===== src/hw/rtl/tjpt_pkg.sv =====
// Shared types, widths and the motor saturation helper for the two-joint tendon PID block.
package tjpt_pkg;

    localparam int SAMPLE_WIDTH = 16;
    localparam int FRAC_BITS    = 12;
    localparam int RATIO_FRAC   = 14;
    localparam int GAIN_W       = 16;
    localparam int INTEG_W      = 32;
    localparam int TQ_LIMIT_W   = 44;

    // Lane datapath widths, sized for the products, sums and shifted values they hold.
    localparam int ERR_W = SAMPLE_WIDTH + 1;
    localparam int VC_W  = SAMPLE_WIDTH + 2;
    localparam int PD_W  = VC_W + GAIN_W + 1;
    localparam int D_W   = PD_W - RATIO_FRAC;
    localparam int PP_W  = ERR_W + GAIN_W + 1;
    localparam int PDD_W = D_W + GAIN_W + 1;
    localparam int PI_W  = INTEG_W + GAIN_W + 1;
    localparam int SUM_W = ((PI_W > PDD_W) ? PI_W : PDD_W) + 2;
    localparam int SH_W  = SUM_W - FRAC_BITS - 1;
    localparam int TQ_W  = (SH_W > TQ_LIMIT_W) ? TQ_LIMIT_W : SH_W;

    // Merge widths: the joint torque is split in two halves for the ratio products.
    localparam int LO_W  = TQ_W / 2;
    localparam int HI_W  = TQ_W - LO_W;
    localparam int PL_W  = GAIN_W + 1 + LO_W + 1;
    localparam int PH_W  = GAIN_W + 1 + HI_W;
    localparam int P_W   = TQ_W + GAIN_W + 1;
    localparam int ACC_W = P_W + 1;

    localparam int          CNT_W    = 3;
    localparam logic [CNT_W-1:0] RUN_LAST = CNT_W'(6);
    localparam int          IDX_W    = 3;

    typedef enum logic [IDX_W-1:0] {
        REG_LOW_PROP   = 3'd0,
        REG_HIGH_PROP  = 3'd1,
        REG_LOW_DERIV  = 3'd2,
        REG_HIGH_DERIV = 3'd3,
        REG_LOW_INTEG  = 3'd4,
        REG_HIGH_INTEG = 3'd5,
        REG_RATIO_ONE  = 3'd6,
        REG_RATIO_TWO  = 3'd7
    } t_reg_idx;

    typedef enum logic [1:0] {
        ST_IDLE,
        ST_RUN,
        ST_HOLD
    } t_state;

    typedef struct packed {
        logic signed [SAMPLE_WIDTH-1:0] pos_joint_a;
        logic signed [SAMPLE_WIDTH-1:0] pos_joint_b;
        logic signed [SAMPLE_WIDTH-1:0] goal_joint_a;
        logic signed [SAMPLE_WIDTH-1:0] goal_joint_b;
        logic signed [SAMPLE_WIDTH-1:0] vel_motor_a;
        logic signed [SAMPLE_WIDTH-1:0] vel_motor_b;
        logic signed [SAMPLE_WIDTH-1:0] vel_motor_c;
        logic signed [SAMPLE_WIDTH-1:0] vel_motor_d;
    } t_in_item;

    typedef struct packed {
        logic signed [SAMPLE_WIDTH-1:0] drive_motor_a;
        logic signed [SAMPLE_WIDTH-1:0] drive_motor_b;
        logic signed [SAMPLE_WIDTH-1:0] drive_motor_c;
        logic signed [SAMPLE_WIDTH-1:0] drive_motor_d;
    } t_out_item;

    typedef struct packed {
        logic [GAIN_W-1:0] low_prop_gain;
        logic [GAIN_W-1:0] high_prop_gain;
        logic [GAIN_W-1:0] low_deriv_gain;
        logic [GAIN_W-1:0] high_deriv_gain;
        logic [GAIN_W-1:0] low_integ_gain;
        logic [GAIN_W-1:0] high_integ_gain;
        logic [GAIN_W-1:0] pulley_ratio_one;
        logic [GAIN_W-1:0] pulley_ratio_two;
    } t_cfg;

    // Gains and tendon ratio that one joint lane works with.
    typedef struct packed {
        logic [GAIN_W-1:0] prop_lo;
        logic [GAIN_W-1:0] prop_hi;
        logic [GAIN_W-1:0] deriv_lo;
        logic [GAIN_W-1:0] deriv_hi;
        logic [GAIN_W-1:0] integ_lo;
        logic [GAIN_W-1:0] integ_hi;
        logic [GAIN_W-1:0] ratio;
    } t_lane_gains;

    typedef struct packed {
        logic signed [SAMPLE_WIDTH-1:0] pos;
        logic signed [SAMPLE_WIDTH-1:0] goal;
        logic signed [VC_W-1:0]         vel_comb;
    } t_lane_in;

    // Floor shift by the ratio fraction, then clamp to the motor output range.
    function automatic logic signed [SAMPLE_WIDTH-1:0] sat_motor(
        input logic signed [ACC_W-1:0] acc
    );
        logic signed [ACC_W-1:0]          sh;
        logic [ACC_W-SAMPLE_WIDTH:0]      top;
        sh  = acc >>> RATIO_FRAC;
        top = sh[ACC_W-1:SAMPLE_WIDTH-1];
        if ((&top) || !(|top)) begin
            sat_motor = sh[SAMPLE_WIDTH-1:0];
        end else if (sh[ACC_W-1]) begin
            sat_motor = {1'b1, {(SAMPLE_WIDTH-1){1'b0}}};
        end else begin
            sat_motor = {1'b0, {(SAMPLE_WIDTH-1){1'b1}}};
        end
    endfunction

endpackage


===== src/hw/rtl/tjpt_merge.sv =====
// Merging stage: maps the two joint torques through the tendon matrix to four motors.
module tjpt_merge (
    input  logic                                i_clk,
    input  logic signed [tjpt_pkg::TQ_W-1:0]    i_torque_a,
    input  logic signed [tjpt_pkg::TQ_W-1:0]    i_torque_b,
    input  logic [tjpt_pkg::GAIN_W-1:0]         i_ratio_one,
    input  logic [tjpt_pkg::GAIN_W-1:0]         i_ratio_two,
    output tjpt_pkg::t_out_item                 o_drive
);

    logic signed [tjpt_pkg::GAIN_W:0]  ratio_one;
    logic signed [tjpt_pkg::GAIN_W:0]  ratio_two;
    logic signed [tjpt_pkg::PL_W-1:0]  r_pl_a;
    logic signed [tjpt_pkg::PL_W-1:0]  r_pl_b;
    logic signed [tjpt_pkg::PH_W-1:0]  r_ph_a;
    logic signed [tjpt_pkg::PH_W-1:0]  r_ph_b;
    logic signed [tjpt_pkg::P_W-1:0]   r_p_a;
    logic signed [tjpt_pkg::P_W-1:0]   r_p_b;
    logic signed [tjpt_pkg::ACC_W-1:0] p_a;
    logic signed [tjpt_pkg::ACC_W-1:0] p_b;

    assign ratio_one = $signed({1'b0, i_ratio_one});
    assign ratio_two = $signed({1'b0, i_ratio_two});

    // Each ratio product is built from a low and a high half of the torque.
    always_ff @(posedge i_clk) begin
        r_pl_a <= ratio_one * $signed({1'b0, i_torque_a[tjpt_pkg::LO_W-1:0]});
        r_ph_a <= ratio_one * $signed(i_torque_a[tjpt_pkg::TQ_W-1:tjpt_pkg::LO_W]);
        r_pl_b <= ratio_two * $signed({1'b0, i_torque_b[tjpt_pkg::LO_W-1:0]});
        r_ph_b <= ratio_two * $signed(i_torque_b[tjpt_pkg::TQ_W-1:tjpt_pkg::LO_W]);
        r_p_a  <= (tjpt_pkg::P_W'(r_ph_a) <<< tjpt_pkg::LO_W) + tjpt_pkg::P_W'(r_pl_a);
        r_p_b  <= (tjpt_pkg::P_W'(r_ph_b) <<< tjpt_pkg::LO_W) + tjpt_pkg::P_W'(r_pl_b);
    end

    assign p_a = tjpt_pkg::ACC_W'(r_p_a);
    assign p_b = tjpt_pkg::ACC_W'(r_p_b);

    always_comb begin
        o_drive.drive_motor_a = tjpt_pkg::sat_motor(p_a + p_b);
        o_drive.drive_motor_b = tjpt_pkg::sat_motor(p_b - p_a);
        o_drive.drive_motor_c = tjpt_pkg::sat_motor(-p_b);
        o_drive.drive_motor_d = tjpt_pkg::sat_motor(p_b);
    end

endmodule


===== config.mk =====
export PLATFORM = sky130hd
export DESIGN_NAME = tjpt_merge
export DESIGN_NICKNAME = d
export VERILOG_FILES = /design/src/hw/rtl/tjpt_pkg.sv /design/src/hw/rtl/tjpt_merge.sv
export SDC_FILE = /design/constraint.sdc
export NUM_CORES = 2
export LEC_CHECK = 0
export CORE_MARGIN = 2
export CORE_UTILIZATION = 30
export CTS_BUF_LIST = sky130_fd_sc_hd__clkbuf_4 sky130_fd_sc_hd__clkbuf_8
export DETAILED_ROUTE_END_ITERATION = 7
export DONT_BUFFER_PORTS = 1
export GPL_ROUTABILITY_DRIVEN = 0
export PLACE_DENSITY = 0.55
export SLEW_MARGIN = 20
export SYNTH_ARGS = -nofsm -noshare
export SYNTH_HDL_FRONTEND = slang
export SYNTH_SLANG_ARGS = --single-unit

===== constraint.sdc =====
create_clock -name i_clk -period 11.96 [get_ports i_clk]
set_input_delay 2.392 -clock i_clk [delete_from_list [all_inputs] [get_ports i_clk]]
set_output_delay 2.392 -clock i_clk [all_outputs]
set_load 0.005 [all_outputs]

==> metrics.yaml <==
critical_path:
  cp-end-kind: "output port"
  r2r_start: "r_pl_b[19]"
  cp-startpoint: "r_p_b[19]"
  crit_fanout: 15
  start_kind: "flip-flop"
  crit_arrival_ns: 6.79
  worst-endpoint-required_ns: 9.57
  path_class: "reg -> out"
detailed_routing:
  ant_nets: 0
  num_vias: 43248
  drtIter0Drc: 2007
  wire_per_inst_um: 18.3
  first_pass_iters: 5
  dr_wl_met2_um: 85000
  drc: 0
  wl_met1_um: 62300
  dr.max_layer_used: "met4"
  wl_met3_um: 6150
  via_per_inst: 4.85
  wl_um: 163000
clock_network:
  clk_latency_ns: 0.61
  htree_num_levels: 2
  cts_sinks: 252
  clkTransAtPathRegs_ns: 0.07
  holdBufCountCts: 0
  postCtsSetupBuffers: 0
  clockBufferDepth: 3
  cts_tree: "built"
  clock-root-buffer: "clkbuf_8"
  cts_buffers: 41
  cts_resized: 0
timing:
  slew_violations: 0
  hold_viol: 0
  rsz0062_at_grt: "no"
  finalClockSkew_ns: 0.0305
  worst-slew-pin-transition_ns: 1.10
  setup_viol: 0
  period_minus_slack_ns: 9.18
  fmax_mhz: 109
  tns_ns: 0
  slew_headroom_pct: 26.9
  fin_crit_sh_pct: 76.7
synth:
  ys_ff_latch: 252
  synthesis.area_um2: 57600
  synthTopCellsByCount: "1402 x inv_1, 1088 x fa_1, 806 x nand2_1"
  synth_fp_nets: 8333
  synth_area_leaders: "fa_1 38%, ha_1 12%, inv_1 9.1%, dfxtp_1 8.8%, and2_1 5.9%"
  ys_types: 92
  yosysWarningCount: 0
  synth_top_area_cell: "fa_1"
  synth_cells: 6600
  synth_top_area_share_pct: 37.8
  async_flop_share_pct: 0
  synth.most_common_cell: "inv_1"
  synth_edf_count: 0
  yosys_most_used_dff: "dfxtp_1"
  synth.avg_cell_area_um2: 8.72
  ys_seq_area_share_pct: 8.76
global_route:
  grt_pass1_vias: 47165
  overflow: 0
  grt_pass1_wl_um: 263000
  grt_antenna_before_repair: 0
  gr-usage-all-layers_pct: 16.9
  grt_start_max_net_pins: 39
final_layout:
  final_nets: 8107
  final_layout_size_suffix_gt1_share_pct: 1.89
  area_growth_pct: 5.20
die:
  num_rows: 160
  die_area_um2: 195000
  die_x_um: 442
  io_pins: 173
  die_y_um: 442
  start_util_pct: 30.2
  core-area_um2: 190000
place:
  io_buffers: 0
  dp_hpwl_um: 133000
status:
  status: "finished clean"
min_path:
  worst_hold_path_type: "reg -> reg"
  hold_path.startpoint: "r_pl_a[11]"
run:
  cap_violations: 0
==> kinds of logic after synthesis <==
kind of cell | Yosys count | synth area share [%]
buffers and inverters | 1676 | 11.0
AO/OA/AOI/OAI | 763 | 8.60
AND/OR/NAND/NOR | 1958 | 17.0
flip-flops | 252 | 8.76
adder cells (fa/ha/maj) | 1624 | 49.5
multiplexers | 56 | 0.993
XOR/XNOR | 271 | 4.12
==> registers in the layout (all words and copies together) (netlist names) <==
name,count
r_ph_a,36
r_pl_b,35
r_ph_b,36
r_p_b,55
r_pl_a,35
r_p_a,55
==> worst paths after layout <==
| check | depth (start not counted) | endpoint | slack, ns |
|---|---|---|---|
| hold reg to reg | 0 | r_p_a[11] | 0.31 |
| setup / recovery | 13 | o_drive[50] | 2.78 |
| hold / removal | 0 | r_p_a[11] | 0.31 |
| setup reg to reg | 17 | r_p_b[53] | 7.84 |
==> critical path: stages (launching register included) <==
cell and delay, ns:
dfxtp_1 0.70, ha_1 0.53, nor4_1 0.55, nand3_1 0.20, o31ai_2 0.64, nand4b_1 0.29
nand2b_1 0.22, xnor2_1 0.11, or4b_1 0.50, or4_1 0.42, nor4bb_1 0.36, nand4_1 0.13
o31a_1 0.60, mux2i_1 0.89
==> metrics by stage <==
stage	hold slack (ns)	worst slack, ns	area (um^2)	instances	util (%)
after floorplan	0.310	2.91	57600	6600	-
after global placement	0.311	2.71	59700	8842	31.4
after detailed placement	0.312	2.61	59700	8842	31.4
after CTS	0.304	2.87	60600	8912	31.8
after global routing	0.316	2.43	60600	8912	31.8
final	0.309	2.78	60600	8913	31.8
==> layer usage <==
layer / up-vias / track usage [%]
li1: 19852 / -
met1: 22085 / 19.1
met2: 1011 / 31.2
met3: 300 / 1.68
met4: 0 / 8.79
met5: - / 0
==> cells in the final DEF, fill, tap and decap left out, drive strengths merged, types with 48 or more instances in the layout <==
cell type	count
inv	1403
fa	1088
nand2	807
and2	547
ha	536
dfxtp	252
a21oi	239
xnor2	197
nor2	176
o21ai	132
a21o	85
nor3	75
xor2	74
nand3	71
clkbuf	59
nand4	52
nor4	48
==> final cells by class <==
type                            count  area [um^2]
Timing Repair Buffer                5         37.5
Sequential cell                   252         5040
Fill cell                       19881       130000
Multi-Input combinational cell   4672        46200
Antenna cell                        1         2.50
Tap cell                         2511         3140
Clock buffer                       59          749
Inverter                         1402         5260
Clock inverter                     11          119
Power is left out: the tool's default activity adds up to more than one toggle a clock period on the data nets, which glitch-free logic cannot reach.
